<file path="src/tvsd_pkg.sv">
// ----------------------------------------------------------------------------
// tvsd_pkg
// Shared types, codes and tag lookup for the tagged value stream decoder.
// ----------------------------------------------------------------------------
package tvsd_pkg;

  // Depth of the result queue that separates the decoder from the output.
  localparam int unsigned TVSD_RES_DEPTH = 4;

  // Number of bytes in a raw date or number value.
  localparam logic [3:0] TVSD_NUM_BYTES = 4'd8;

  // Varint bits at or above this shift are dropped.
  localparam logic [5:0] TVSD_VARINT_BITS = 6'd32;
  localparam logic [5:0] TVSD_VARINT_STEP = 6'd7;

  // Tag bytes.
  localparam logic [7:0] CH_PAD      = 8'h00;
  localparam logic [7:0] CH_UNDEF    = 8'h5F;  // '_'
  localparam logic [7:0] CH_NULL     = 8'h30;  // '0'
  localparam logic [7:0] CH_TRUE     = 8'h54;  // 'T'
  localparam logic [7:0] CH_FALSE    = 8'h46;  // 'F'
  localparam logic [7:0] CH_STRING   = 8'h53;  // 'S'
  localparam logic [7:0] CH_INT32    = 8'h49;  // 'I'
  localparam logic [7:0] CH_UINT32   = 8'h55;  // 'U'
  localparam logic [7:0] CH_DATE     = 8'h44;  // 'D'
  localparam logic [7:0] CH_NUMBER   = 8'h4E;  // 'N'
  localparam logic [7:0] CH_BLOB     = 8'h62;  // 'b'
  localparam logic [7:0] CH_FILE     = 8'h66;  // 'f'
  localparam logic [7:0] CH_FILELIST = 8'h6C;  // 'l'
  localparam logic [7:0] CH_IMAGE    = 8'h23;  // '#'
  localparam logic [7:0] CH_ARRAY    = 8'h5B;  // '['
  localparam logic [7:0] CH_OBJECT   = 8'h7B;  // '{'
  localparam logic [7:0] CH_SPARSE   = 8'h40;  // '@'

  typedef enum logic [3:0] {
    TAG_UNDEF    = 4'd0,
    TAG_NULL     = 4'd1,
    TAG_TRUE     = 4'd2,
    TAG_FALSE    = 4'd3,
    TAG_STRING   = 4'd4,
    TAG_INT32    = 4'd5,
    TAG_UINT32   = 4'd6,
    TAG_DATE     = 4'd7,
    TAG_NUMBER   = 4'd8,
    TAG_BLOB     = 4'd9,
    TAG_FILE     = 4'd10,
    TAG_FILELIST = 4'd11,
    TAG_IMAGE    = 4'd12,
    TAG_ARRAY    = 4'd13,
    TAG_OBJECT   = 4'd14,
    TAG_SPARSE   = 4'd15
  } tvsd_tag_e;

  typedef enum logic [1:0] {
    KIND_HEADER  = 2'd0,
    KIND_PAYLOAD = 2'd1,
    KIND_BARE    = 2'd2,
    KIND_VERDICT = 2'd3
  } tvsd_kind_e;

  typedef enum logic [2:0] {
    ERR_OK      = 3'd0,
    ERR_BAD_TAG = 3'd1,
    ERR_TRUNC   = 3'd2,
    ERR_COUNT   = 3'd3,
    ERR_DEPTH   = 3'd4
  } tvsd_err_e;

  typedef enum logic [1:0] {
    PH_TAG     = 2'd0,
    PH_VARINT  = 2'd1,
    PH_NUMBER  = 2'd2,
    PH_PAYLOAD = 2'd3
  } tvsd_phase_e;

  typedef struct packed {
    tvsd_phase_e phase;
    tvsd_tag_e   tag;
    logic [1:0]  hdr_cnt;
    logic [31:0] vacc;
    logic [5:0]  vshift;
    logic [63:0] nacc;
    logic [3:0]  nseen;
    logic [31:0] pay_rem;
    logic [31:0] list_rem;
    logic [31:0] first_hdr;
    logic [31:0] depth;
    logic        failed;
  } tvsd_state_t;

  localparam tvsd_state_t TVSD_STATE_RST = '{
    phase:     PH_TAG,
    tag:       TAG_UNDEF,
    hdr_cnt:   2'd0,
    vacc:      32'd0,
    vshift:    6'd0,
    nacc:      64'd0,
    nseen:     4'd0,
    pay_rem:   32'd0,
    list_rem:  32'd0,
    first_hdr: 32'd0,
    depth:     32'd0,
    failed:    1'b0
  };

  typedef struct packed {
    tvsd_kind_e  kind;
    tvsd_tag_e   tag;
    logic [1:0]  fidx;
    logic [63:0] fval;
    logic [7:0]  pbyte;
    logic        done;
    tvsd_err_e   err;
    logic        last;
  } tvsd_result_t;

  typedef struct packed {
    logic      pad;
    logic      ok;
    tvsd_tag_e code;
  } tvsd_tagdec_t;

  function automatic tvsd_tagdec_t tag_lookup(input logic [7:0] b);
    tvsd_tagdec_t r;
    r.pad  = 1'b0;
    r.ok   = 1'b1;
    r.code = TAG_UNDEF;
    case (b)
      CH_PAD:      begin r.pad = 1'b1; r.ok = 1'b0; end
      CH_UNDEF:    r.code = TAG_UNDEF;
      CH_NULL:     r.code = TAG_NULL;
      CH_TRUE:     r.code = TAG_TRUE;
      CH_FALSE:    r.code = TAG_FALSE;
      CH_STRING:   r.code = TAG_STRING;
      CH_INT32:    r.code = TAG_INT32;
      CH_UINT32:   r.code = TAG_UINT32;
      CH_DATE:     r.code = TAG_DATE;
      CH_NUMBER:   r.code = TAG_NUMBER;
      CH_BLOB:     r.code = TAG_BLOB;
      CH_FILE:     r.code = TAG_FILE;
      CH_FILELIST: r.code = TAG_FILELIST;
      CH_IMAGE:    r.code = TAG_IMAGE;
      CH_ARRAY:    r.code = TAG_ARRAY;
      CH_OBJECT:   r.code = TAG_OBJECT;
      CH_SPARSE:   r.code = TAG_SPARSE;
      default:     r.ok = 1'b0;
    endcase
    return r;
  endfunction

  function automatic tvsd_result_t mk_res(input tvsd_kind_e kind, input tvsd_tag_e tag,
                                          input logic [1:0] fidx, input logic [63:0] fval,
                                          input logic [7:0] pbyte, input logic done);
    tvsd_result_t r;
    r.kind  = kind;
    r.tag   = tag;
    r.fidx  = fidx;
    r.fval  = fval;
    r.pbyte = pbyte;
    r.done  = done;
    r.err   = ERR_OK;
    r.last  = 1'b0;
    return r;
  endfunction

endpackage

</file>
<file path="src/tvsd_decode.sv">
// ----------------------------------------------------------------------------
// tvsd_decode
// Next-state and result logic for one accepted byte of the value stream.
// ----------------------------------------------------------------------------
module tvsd_decode import tvsd_pkg::*; (
  input  tvsd_state_t  state_i,
  input  logic [7:0]   data_byte_i,
  input  logic         last_byte_i,
  output tvsd_state_t  state_o,
  output tvsd_result_t res0_o,
  output tvsd_result_t res1_o,
  output logic [1:0]   res_cnt_o
);

  tvsd_state_t  nx;
  tvsd_result_t tok;
  tvsd_result_t verdict;
  tvsd_tagdec_t td;
  logic         tok_v;
  logic         fail_v;
  tvsd_err_e    fail_err;
  logic         end_v;
  tvsd_err_e    end_err;
  logic         comp_req;
  logic [32:0]  comp_need;
  logic [1:0]   comp_fidx;
  logic [38:0]  vsh;
  logic [31:0]  v;
  logic [31:0]  zz;
  logic [63:0]  nacc_new;
  logic [3:0]   nseen_new;
  logic [31:0]  prem_new;
  logic [31:0]  lrem_new;
  logic [32:0]  depth_calc;

  function automatic tvsd_state_t push_value(input tvsd_state_t s);
    tvsd_state_t r;
    r = s;
    if (r.depth != '1) begin
      r.depth = r.depth + 32'd1;
    end
    r.phase = PH_TAG;
    return r;
  endfunction

  function automatic tvsd_state_t start_varint(input tvsd_state_t s);
    tvsd_state_t r;
    r        = s;
    r.vacc   = '0;
    r.vshift = '0;
    r.phase  = PH_VARINT;
    return r;
  endfunction

  function automatic tvsd_state_t start_payload(input tvsd_state_t s, input logic [31:0] len);
    tvsd_state_t r;
    r         = s;
    r.pay_rem = len;
    r.phase   = PH_PAYLOAD;
    return r;
  endfunction

  always_comb begin
    nx        = state_i;
    tok       = '0;
    tok_v     = 1'b0;
    fail_v    = 1'b0;
    fail_err  = ERR_OK;
    end_v     = 1'b0;
    end_err   = ERR_OK;
    comp_req  = 1'b0;
    comp_need = '0;
    comp_fidx = '0;
    depth_calc = '0;
    td        = tag_lookup(data_byte_i);

    // Varint accumulation: bits past the 32-bit window are dropped.
    vsh = 39'(data_byte_i[6:0]) << state_i.vshift;
    v   = (state_i.vshift < TVSD_VARINT_BITS) ? (state_i.vacc | vsh[31:0]) : state_i.vacc;
    zz  = v[0] ? ~(v >> 1) : (v >> 1);

    nacc_new  = state_i.nacc | (64'(data_byte_i) << {state_i.nseen[2:0], 3'b000});
    nseen_new = state_i.nseen + 4'd1;
    prem_new  = state_i.pay_rem - 32'd1;
    lrem_new  = state_i.list_rem - 32'd1;

    if (!state_i.failed) begin
      case (state_i.phase)
        PH_VARINT: begin
          if (state_i.vshift < TVSD_VARINT_BITS) begin
            nx.vacc   = v;
            nx.vshift = state_i.vshift + TVSD_VARINT_STEP;
          end
          if (!data_byte_i[7]) begin
            case (state_i.tag)
              TAG_INT32: begin
                tok_v = 1'b1;
                tok   = mk_res(KIND_HEADER, state_i.tag, 2'd0, {{32{zz[31]}}, zz}, 8'd0, 1'b1);
                nx    = push_value(nx);
              end
              TAG_UINT32: begin
                tok_v = 1'b1;
                tok   = mk_res(KIND_HEADER, state_i.tag, 2'd0, 64'(v), 8'd0, 1'b1);
                nx    = push_value(nx);
              end
              TAG_STRING, TAG_BLOB, TAG_FILE: begin
                tok_v = 1'b1;
                tok   = mk_res(KIND_HEADER, state_i.tag, 2'd0, 64'(v), 8'd0, v == '0);
                nx    = (v == '0) ? push_value(nx) : start_payload(nx, v);
              end
              TAG_FILELIST: begin
                tok_v = 1'b1;
                if (state_i.hdr_cnt == 2'd0) begin
                  tok = mk_res(KIND_HEADER, state_i.tag, 2'd0, 64'(v), 8'd0, v == '0);
                  if (v == '0) begin
                    nx = push_value(nx);
                  end else begin
                    nx.list_rem = v;
                    nx.hdr_cnt  = 2'd1;
                    nx          = start_varint(nx);
                  end
                end else begin
                  nx.list_rem = lrem_new;
                  if (v == '0) begin
                    tok = mk_res(KIND_HEADER, state_i.tag, 2'd1, 64'd0, 8'd0, lrem_new == '0);
                    nx  = (lrem_new == '0) ? push_value(nx) : start_varint(nx);
                  end else begin
                    tok = mk_res(KIND_HEADER, state_i.tag, 2'd1, 64'(v), 8'd0, 1'b0);
                    nx  = start_payload(nx, v);
                  end
                end
              end
              TAG_IMAGE: begin
                tok_v = 1'b1;
                if (state_i.hdr_cnt < 2'd2) begin
                  tok        = mk_res(KIND_HEADER, state_i.tag, state_i.hdr_cnt, 64'(v),
                                      8'd0, 1'b0);
                  nx.hdr_cnt = state_i.hdr_cnt + 2'd1;
                  nx         = start_varint(nx);
                end else begin
                  tok = mk_res(KIND_HEADER, state_i.tag, 2'd2, 64'(v), 8'd0, v == '0);
                  nx  = (v == '0) ? push_value(nx) : start_payload(nx, v);
                end
              end
              TAG_ARRAY: begin
                comp_req  = 1'b1;
                comp_need = 33'(v);
              end
              TAG_OBJECT: begin
                comp_req  = 1'b1;
                comp_need = {v, 1'b0};
              end
              default: begin
                // Sparse array: property count first, then length.
                if (state_i.hdr_cnt == 2'd0) begin
                  tok_v        = 1'b1;
                  tok          = mk_res(KIND_HEADER, state_i.tag, 2'd0, 64'(v), 8'd0, 1'b0);
                  nx.first_hdr = v;
                  nx.hdr_cnt   = 2'd1;
                  nx           = start_varint(nx);
                end else begin
                  comp_req  = 1'b1;
                  comp_need = {state_i.first_hdr, 1'b0};
                  comp_fidx = 2'd1;
                end
              end
            endcase
          end
        end
        PH_NUMBER: begin
          nx.nacc  = nacc_new;
          nx.nseen = nseen_new;
          if (nseen_new >= TVSD_NUM_BYTES) begin
            tok_v = 1'b1;
            tok   = mk_res(KIND_HEADER, state_i.tag, 2'd0, nacc_new, 8'd0, 1'b1);
            nx    = push_value(nx);
          end
        end
        PH_PAYLOAD: begin
          tok_v      = 1'b1;
          nx.pay_rem = prem_new;
          if (prem_new == '0) begin
            if ((state_i.tag == TAG_FILELIST) && (state_i.list_rem != '0)) begin
              tok = mk_res(KIND_PAYLOAD, state_i.tag, 2'd0, 64'd0, data_byte_i, 1'b0);
              nx  = start_varint(nx);
            end else begin
              tok = mk_res(KIND_PAYLOAD, state_i.tag, 2'd0, 64'd0, data_byte_i, 1'b1);
              nx  = push_value(nx);
            end
          end else begin
            tok = mk_res(KIND_PAYLOAD, state_i.tag, 2'd0, 64'd0, data_byte_i, 1'b0);
          end
        end
        default: begin
          if (td.ok) begin
            nx.tag     = td.code;
            nx.hdr_cnt = 2'd0;
            if (td.code < TAG_STRING) begin
              tok_v = 1'b1;
              tok   = mk_res(KIND_BARE, td.code, 2'd0, 64'd0, 8'd0, 1'b1);
              nx    = push_value(nx);
            end else if ((td.code == TAG_DATE) || (td.code == TAG_NUMBER)) begin
              nx.nacc  = '0;
              nx.nseen = '0;
              nx.phase = PH_NUMBER;
            end else begin
              nx = start_varint(nx);
            end
          end else if (!td.pad) begin
            fail_v   = 1'b1;
            fail_err = ERR_BAD_TAG;
          end
        end
      endcase

      // Array, object and sparse array headers take values off the stack.
      if (comp_req) begin
        if (comp_need > {1'b0, state_i.depth}) begin
          fail_v   = 1'b1;
          fail_err = ERR_COUNT;
        end else begin
          tok_v      = 1'b1;
          tok        = mk_res(KIND_HEADER, state_i.tag, comp_fidx, 64'(v), 8'd0, 1'b1);
          depth_calc = {1'b0, state_i.depth} - comp_need + 33'd1;
          nx.depth   = depth_calc[31:0];
          nx.phase   = PH_TAG;
        end
      end

      if (fail_v) begin
        nx.failed = 1'b1;
      end

      end_v = last_byte_i && !fail_v;
      if (nx.phase != PH_TAG) begin
        end_err = ERR_TRUNC;
      end else if (nx.depth == 32'd1) begin
        end_err = ERR_OK;
      end else begin
        end_err = ERR_DEPTH;
      end
    end

    if (last_byte_i) begin
      nx = TVSD_STATE_RST;
    end
  end

  always_comb begin
    verdict      = mk_res(KIND_VERDICT, TAG_UNDEF, 2'd0, 64'd0, 8'd0, 1'b0);
    verdict.err  = fail_v ? fail_err : end_err;
    res0_o       = tok_v ? tok : verdict;
    res1_o       = verdict;
    res_cnt_o    = 2'(tok_v) + 2'(fail_v | end_v);
    if (res_cnt_o == 2'd2) begin
      res1_o.last = 1'b1;
    end else begin
      res0_o.last = 1'b1;
    end
  end

  assign state_o = nx;

endmodule

</file>
<file path="src/tvsd_resq.sv">
// ----------------------------------------------------------------------------
// tvsd_resq
// Result queue: takes up to two results per cycle, hands out one.
// ----------------------------------------------------------------------------
module tvsd_resq import tvsd_pkg::*; #(
  parameter int unsigned Depth = TVSD_RES_DEPTH
) (
  input  logic                       clk_i,
  input  logic                       rst_ni,
  input  logic [1:0]                 push_cnt_i,
  input  tvsd_result_t               push0_i,
  input  tvsd_result_t               push1_i,
  input  logic                       pop_i,
  output tvsd_result_t               head_o,
  output logic                       valid_o,
  output logic                       room2_o,
  output logic [$clog2(Depth+1)-1:0] count_o
);

  localparam int unsigned PtrW = (Depth > 1) ? $clog2(Depth) : 1;
  localparam int unsigned CntW = $clog2(Depth + 1);

  tvsd_result_t  mem_q [Depth];
  logic [PtrW-1:0] wr_q, wr_d, rd_q, rd_d, wr_nx;
  logic [CntW-1:0] cnt_q, cnt_d;

  function automatic logic [PtrW-1:0] ptr_inc(input logic [PtrW-1:0] p);
    return (p == PtrW'(Depth - 1)) ? '0 : p + PtrW'(1);
  endfunction

  assign wr_nx = ptr_inc(wr_q);

  always_comb begin
    wr_d  = wr_q;
    rd_d  = rd_q;
    if (push_cnt_i == 2'd1) begin
      wr_d = wr_nx;
    end else if (push_cnt_i == 2'd2) begin
      wr_d = ptr_inc(wr_nx);
    end
    if (pop_i) begin
      rd_d = ptr_inc(rd_q);
    end
    cnt_d = cnt_q + CntW'(push_cnt_i) - CntW'(pop_i);
  end

  always_ff @(posedge clk_i or negedge rst_ni) begin
    if (!rst_ni) begin
      wr_q  <= '0;
      rd_q  <= '0;
      cnt_q <= '0;
    end else begin
      wr_q  <= wr_d;
      rd_q  <= rd_d;
      cnt_q <= cnt_d;
    end
  end

  always_ff @(posedge clk_i) begin
    if (push_cnt_i != 2'd0) begin
      mem_q[wr_q] <= push0_i;
    end
    if (push_cnt_i == 2'd2) begin
      mem_q[wr_nx] <= push1_i;
    end
  end

  assign head_o  = mem_q[rd_q];
  assign valid_o = (cnt_q != '0);
  assign room2_o = (cnt_q <= CntW'(Depth - 2));
  assign count_o = cnt_q;

endmodule

</file>
<file path="src/tagged_value_stream_decoder_top.sv">
// ----------------------------------------------------------------------------
// tagged_value_stream_decoder_top
// Byte-stream decoder for tagged values with a result queue on the output.
// ----------------------------------------------------------------------------
// The first result of a byte is offered in the cycle after the byte is
//   accepted, when the result queue is empty.
// Throughput: one byte per cycle while each byte yields at most one result
//   and the output is not stalled; the queue of FifoDepth entries absorbs
//   second results. A byte is taken whenever the queue has two free slots.
// Reset: rst_ni clears the parse state and empties the queue at once.
// ----------------------------------------------------------------------------
module tagged_value_stream_decoder_top import tvsd_pkg::*; #(
  parameter int unsigned FifoDepth = TVSD_RES_DEPTH
) (
  input  logic        clk_i,
  input  logic        rst_ni,
  input  logic        in_valid_i,
  output logic        in_ready_o,
  input  logic [7:0]  data_byte_i,
  input  logic        last_byte_i,
  output logic        out_valid_o,
  input  logic        out_ready_i,
  output logic [1:0]  out_kind_o,
  output logic [3:0]  tag_code_o,
  output logic [1:0]  field_index_o,
  output logic [63:0] field_value_o,
  output logic [7:0]  payload_byte_o,
  output logic        token_done_o,
  output logic [2:0]  error_code_o,
  output logic        last_of_run_o
);

  // The parse state lives in one register. Every accepted byte is decoded in
  // a single combinational pass from that state; the next state is written
  // back and the results of the byte are written into the queue together.
  tvsd_state_t  state_q, state_d;
  tvsd_result_t res0, res1, head;
  logic [1:0]   res_cnt;
  logic [1:0]   push_cnt;
  logic         in_acc;
  logic         out_acc;
  logic         room2;
  logic [$clog2(FifoDepth+1)-1:0] q_count;

  assign in_acc  = in_valid_i & in_ready_o;
  assign out_acc = out_valid_o & out_ready_i;

  tvsd_decode u_decode (
    .state_i     (state_q),
    .data_byte_i (data_byte_i),
    .last_byte_i (last_byte_i),
    .state_o     (state_d),
    .res0_o      (res0),
    .res1_o      (res1),
    .res_cnt_o   (res_cnt)
  );

  always_ff @(posedge clk_i or negedge rst_ni) begin
    if (!rst_ni) begin
      state_q <= TVSD_STATE_RST;
    end else if (in_acc) begin
      state_q <= state_d;
    end
  end

  // A byte can give up to two results, so a byte is only taken when two
  // entries are free. The queue output doubles as the output register.
  assign push_cnt   = in_acc ? res_cnt : 2'd0;
  assign in_ready_o = room2;

  tvsd_resq #(
    .Depth (FifoDepth)
  ) u_resq (
    .clk_i      (clk_i),
    .rst_ni     (rst_ni),
    .push_cnt_i (push_cnt),
    .push0_i    (res0),
    .push1_i    (res1),
    .pop_i      (out_acc),
    .head_o     (head),
    .valid_o    (out_valid_o),
    .room2_o    (room2),
    .count_o    (q_count)
  );

  assign out_kind_o     = head.kind;
  assign tag_code_o     = head.tag;
  assign field_index_o  = head.fidx;
  assign field_value_o  = head.fval;
  assign payload_byte_o = head.pbyte;
  assign token_done_o   = head.done;
  assign error_code_o   = head.err;
  assign last_of_run_o  = head.last;

  // A byte that ends the buffer always leaves the parser in its reset state.
  a_last_resets : assert property (@(posedge clk_i) disable iff (!rst_ni)
    in_acc && last_byte_i |=> state_q == TVSD_STATE_RST)
    else $error("parse state not cleared after the last byte");

  // Once a failure is recorded, bytes add nothing to the queue.
  a_failed_silent : assert property (@(posedge clk_i) disable iff (!rst_ni)
    in_acc && state_q.failed |=> q_count <= $past(q_count))
    else $error("result produced while in the failed state");

  // A verdict is always the last result of its byte.
  a_verdict_last : assert property (@(posedge clk_i) disable iff (!rst_ni)
    out_valid_o && (out_kind_o == KIND_VERDICT) |-> last_of_run_o)
    else $error("verdict not marked as last of run");

  // The queue never holds more entries than it has.
  a_queue_bound : assert property (@(posedge clk_i) disable iff (!rst_ni)
    in_acc |=> q_count <= ($clog2(FifoDepth+1))'(FifoDepth))
    else $error("result queue overflow");

endmodule
</file>
<file path="config.mk">
export PLATFORM = sky130hd
export DESIGN_NAME = tagged_value_stream_decoder_top
export DESIGN_NICKNAME = d
export VERILOG_FILES = /design/src/tvsd_pkg.sv /design/src/tvsd_decode.sv /design/src/tvsd_resq.sv /design/src/tagged_value_stream_decoder_top.sv
export SDC_FILE = /design/constraint.sdc
export NUM_CORES = 2
export LEC_CHECK = 0
export ABC_CLOCK_PERIOD_IN_PS = 7100
export BUFFER_PORTS_ARGS = -buffer_cell sky130_fd_sc_hd__buf_2
export CAP_MARGIN = 5
export CELL_PAD_IN_SITES_DETAIL_PLACEMENT = 0
export CELL_PAD_IN_SITES_GLOBAL_PLACEMENT = 2
export CORE_MARGIN = 2
export CORE_UTILIZATION = 36
export DETAILED_ROUTE_END_ITERATION = 8
export PLACE_DENSITY = 0.81
export SETUP_SLACK_MARGIN = 0.1
export SYNTH_ARGS = -nofsm -noshare
export SYNTH_HDL_FRONTEND = slang
export SYNTH_SLANG_ARGS = --single-unit
</file>
<file path="constraint.sdc">
create_clock -name clk_i -period 7.1 [get_ports clk_i]
set_input_delay 0.71 -clock clk_i [delete_from_list [all_inputs] [get_ports clk_i]]
set_output_delay 0.71 -clock clk_i [all_outputs]
set_load 0.01 [all_outputs]
</file>
* Word-level counts from Yosys, hierarchy flattened
Memory sizes are Yosys's and may differ from the RTL's.
Index checks and enable logic that the tools add are counted.
** Word-level totals
- Register bits after elaboration :: 250
- RAM bits :: 340
- Input port bits :: 13
- Output and inout port bits :: 87
- Word-level logic and storage cells :: 249
- Memories kept :: 1
** Cells by class
- Add/sub/neg operators :: 14
- Magnitude comparators :: 6
- Equal/unequal tests :: 64
- Shifts and indexed selects :: 2
- Multiplexer cells :: 104
- Bitwise gates (word level) :: 6
- Reductions and logical operators :: 37
** Memory list
- u_resq.mem_q :: depth 4, bits a word 85, rd ports 1, clocked after memory_dff 0, write ports 2, RTL line tvsd_resq.sv:23 : tvsd_result_t mem_q [Depth];
** Operators with widths (count)
- 2-to-1 mux 243 bit :: 12
- case mux 243 bit (5 select lines) :: 1
- case mux 243 bit (3 select lines) :: 1
- 2-to-1 mux 242 bit :: 3
- 2-to-1 mux 85 bit :: 7
- case mux 83 bit (6 select lines) :: 1
- case mux 85 bit (3 select lines) :: 1
- 2-to-1 mux 32 bit :: 6
- 2-to-1 mux 83 bit :: 2
- 2-to-1 mux 33 bit :: 4
- equality test 8 x 7 -> 1 bit, second input constant :: 14
- case mux 33 bit (3 select lines) :: 1
- logical NOT 32 bit :: 3
- 2-to-1 mux 79 bit :: 1
- 2-to-1 mux 78 bit :: 1
- 2-to-1 mux 38 bit :: 2
- 2-to-1 mux 68 bit :: 1
- adder 32 x 1 -> 32 bit, second input constant :: 2
- bitwise OR 64 bit :: 1
- << shifter 8 x 6 -> 64 bit :: 1
- subtractor 32 x 1 -> 32 bit, second input constant :: 2
- case mux 4 bit (15 select lines) :: 1
- 2-to-1 mux 45 bit :: 1
- AND reduction 11 bit :: 4
- other kinds (56) :: 160

* Depth between registers and ports, before layout
- Depth after elaboration :: 20
- Gate-level depth with buffers :: 35
- Mapped depth without buffers :: 27

* Cells and area by module
A second synthesis with hierarchy kept.
** Second synthesis, totals
- Cell total of the unflattened synthesis :: 4648
- Area, all modules :: 44891.8 sq um
** Modules (own cells, without submodules)
- tvsd_decode :: times used 1, cells each 3254, area each 18860.6 sq um, sequential area each 0.0 sq um
- tvsd_resq :: times used 1, cells each 878, area each 16940.0 sq um, sequential area each 10385.0 sq um
- tagged_value_stream_decoder_top :: times used 1, cells each 516, area each 9091.2 sq um, sequential area each 6080.8 sq um

* Worst setup path after synthesis
OpenSTA, ideal clock, no wires.
- Path type :: in2reg
- From :: in data_byte_i[5]
- To :: mem u_resq.mem_q[1][0] (netlist name), enable pin
- Setup time :: 0.312 ns
- Arrival time :: 7.056 ns
- Data required time :: 6.788 ns
- Slack :: -0.268 ns
- Cell stages on the path :: 30
- Buffers on the path :: 7
- Cell sequence :: clkbuf_1 -> mux2_2 -> o2bb2ai_1 -> a221oi_1 -> inv_1 -> a22oi_1 -> a21boi_0 -> inv_1 -> ha_1 -> nand4_1 -> nor4_1 -> and3_1 -> a211oi_1 -> a2111oi_0 -> nand3_1 -> and2_1 -> a21o_1 -> clkbuf_1 -> inv_1 -> clkbuf_1 -> ha_1 -> clkbuf_1 -> nand2_1 -> inv_1 -> ha_1 -> clkbuf_1 -> clkbuf_1 -> a21oi_1 -> clkbuf_1 -> inv_1
** RTL lines
- start, declared :: RTL line tagged_value_stream_decoder_top.sv:19 : input logic [7:0] data_byte_i,
- end, declared :: RTL line tvsd_resq.sv:23

==> metrics.txt <==
Hold Slack=0.426 ns; Hold WC Path Type=input port to register; Max-Cap Viols=0; Netlist cell types=99; fmax=0.148 GHz; H-tree depth reported by CTS=3; area delta synth->final=16.6%; first-pass GRT wire length=216000 um; most frequent cells in the layout=nand2_1, o21ai_0, nor2_1, a21oi_1, dfxtp_1; CP max stage cell=dfrtp_2; Fill cells=9762; measured slew at the worst slew-check pin=1.19 ns; RSZ-0062 raised after global routing=no; XOR/XNOR share of the synthesized area=2.36%; non-filler cells, final=5554; mapped cell area=0.0349 mm2; number of sinks on the clock net=590; number of port buffers=99; Arr. time, crit path=7.18 ns; Antenna Nets Post-Route=0; die span in x=315 um; largest family of logic cells by synthesized area=compound AO/OA/AOI/OAI gates; share of layout cells above drive strength 1=15.5%; CP Max Fanout=15; post-synthesis compound-gate area fraction=25.9%; switching power=3.35 mW; Finished Core Util=42.2%; HPWL after DPL=105000 um; All-Layer GR Usage=28.6%; clk_skew=0.0583 ns; Via density=6.08; row cnt=114; r2r startpoint=state_q[198]$_DFFE_PN0P_; Post-Syn Instances=4113; largest cells by area after synthesis=dfxtp_1, dfrtp_1, o21ai_0; # DRC=0; most used flip-flop cell after synthesis=dfxtp_1; EDFF count, synth=16; most used cell, CP=buf_4; most common library cell in the layout ignoring fill and taps=nand2_1; Pwr Total=9.92 mW; DR iter-0 viols=3721; post-synthesis sequential area ratio=37.9%; clock share of power=39.3%; placed cells=5417; share of the synthesized area in the top cell type=18.6%; adder-cell share of the synthesized area=4.32%; max_slew headroom=20.7%; total vias in the final route=33800; hold depth=3; Worst VDD drop=0.177 mV; nature of the critical path startpoint=register; total gr overflow=0; internal power=6.57 mW; Clock Path Buffers=3; Synth Area in Simple Gates=18.2%; Root Buffer=clkbuf_16; critical path class=register to register; # Post-CTS Setup Buffers=0; Worst path max stage delay=0.48 ns; Hold Path Origin=out_ready_i; status=finished clean; CTS tree=built; Critical Path RT=7.52 ns; # IOs=100; Die Span Y=315 um; largest area contributor in the netlist=dfxtp_1; synthesized area per cell=8.49 um2; PwrDens=244 mW/mm2; final wirelength=145000 um; Sequential Power Share=36.9%; crit end category=register; Slew Limit Fails=0; CP Launch Point=state_q[198]$_DFFE_PN0P_; core area=0.0964 mm2; Starting Density=36.2%; Routability Congestion=0.962; post-synthesis mux area share=6.58%; syn nets=4244; Lkg Pwr=16.4 nW; routed length per instance=26.1 um; period utilization=95.2%; R2R depth=29; minimum clock period=6.76 ns; Final Hold Fails=0; pin count of the biggest net entering global routing=133; YS warnings=0; ys async rst share=42.4%; combinational share of power=23.9%; #FFs+latches synth=590; vias in the first global route=32100; Clock transition at path regs=0.06 ns; clock latency on the worst-skew pair=0.67 ns; sw frac=33.8%; cts bufs inserted=72; initial antenna violation count=9; First-pass DRT Iterations=7; Final setup viols=0; Final Net Count=4347; Die ar.=0.0995 mm2
## registers in the layout, indices dropped and copies added, names as in the netlist
name,count
u_resq.rd_q,2
u_resq.count_o,3
u_resq.wr_q,2
state_q,243
u_resq.mem_q,340
## power by group through the flow
stage | Clock (mW) | Sequential [mW] | Combinational, mW
2_1_floorplan | 0 | 3.55 | 1.56
3_3_place_gp | 0 | 3.72 | 2.32
3_5_place_dp | 0 | 3.72 | 2.31
4_1_cts | 3.96 | 3.65 | 2.33
5_1_grt | 4.09 | 3.68 | 2.53
6_report | 3.89 | 3.66 | 2.37
## stage by stage
stage / cell area (um2) / TNS, ns / setup slack (ns)
after floorplan: 35000 / 0 / 0.105
after global placement: 38100 / -1.52 / -0.384
after detailed placement: 38100 / -1.69 / -0.428
after CTS: 40600 / 0 / 0.109
after global routing: 40700 / 0 / 0.118
final: 40700 / 0 / 0.338
## worst max-delay path, delay by kind of cell, from the launching register on
| family | cells | cell delay [ns] |
|---|---|---|
| muxes | 1 | 0.27 |
| AOI/OAI and AO/OA | 9 | 1.53 |
| buffers and inverters | 8 | 1.43 |
| adders and majority gates | 1 | 0.33 |
| and+or+nand+nor | 10 | 2.49 |
| DFF | 1 | 0.48 |
## cell families (layout without fill, tap and decap cells)
family	Yosys count	in the layout
other cells	0	3
xor+xnor	94	94
compound gates	1416	1416
buf+inv	433	595
flops	590	590
mux	115	115
simple gates	1346	1346
fa+ha+maj	119	119
## Yosys cell counts (9+ instances only)
library cell,number
ha_1,115
o211ai_1,15
o22ai_1,78
nor2_1,382
nand3b_1,9
nand3_1,78
and2_1,32
nor3b_1,10
or3_1,33
nand2b_1,33
nand2_1,453
a31oi_1,33
and3_1,21
a21boi_0,9
or4_1,21
nor2b_1,37
a22o_1,195
a32oi_1,14
buf_1,28
a221oi_1,10
xnor2_1,68
a2111oi_0,9
o221ai_1,14
nor3_1,88
o31ai_1,53
clkbuf_2,11
dfxtp_1,324
inv_1,120
a21oi_1,366
a211oi_1,34
mux2i_1,15
buf_2,11
nand4_1,30
xor2_1,26
clkbuf_1,261
nor4b_1,12
a22oi_1,32
nor4_1,45
dfrtp_1,250
a21o_1,29
mux4_2,90
o21a_1,16
o21ai_0,407
edfxtp_1,16
or2_2,17
## area by class of cell
cell class              instances  area [um2]  area share, %
well taps                    1276        1600           3.92
clock buffers                 103        2090           5.13
flip-flops and latches        590       13200           32.5
multi-input cells            3090       20400           50.1
repair buffers                341        2540           6.24
diodes                          3        7.51         0.0184
clock inverters                30         420           1.03
inverters                     121         454           1.12
## final timing paths
path                                                    endpoint  slack (ns)
worst max-delay path                u_resq.mem_q[1][3]$_DFFE_PP_        0.34
worst min-delay path                  u_resq.rd_q[0]$_DFFE_PN0P_        0.43
worst max register to register      u_resq.mem_q[1][3]$_DFFE_PP_        0.34
worst min register to register  u_resq.mem_q[1][56]$_SDFFE_PP0P_        0.45
max in group asynchronous             u_resq.rd_q[0]$_DFFE_PN0P_        5.01
min in group asynchronous               state_q[184]$_DFFE_PN0P_        0.61
## metal layers
layer	vias to the layer above	track usage [%]	share of wire, %
li1	15300	-	-
met5	-	0	0.019
met1	16700	40.5	44
met2	1453	44.6	45
met4	4	8.82	3.3
met3	252	4.57	7.5
## what timing repair did
action	CTS	global route
gates resized for setup	4	26
setup endpoints to repair	4	200
hold buffers	1	0
hold endpoints to repair	10	0
pin swaps	0	2
(Power assumes the default switching activity.)
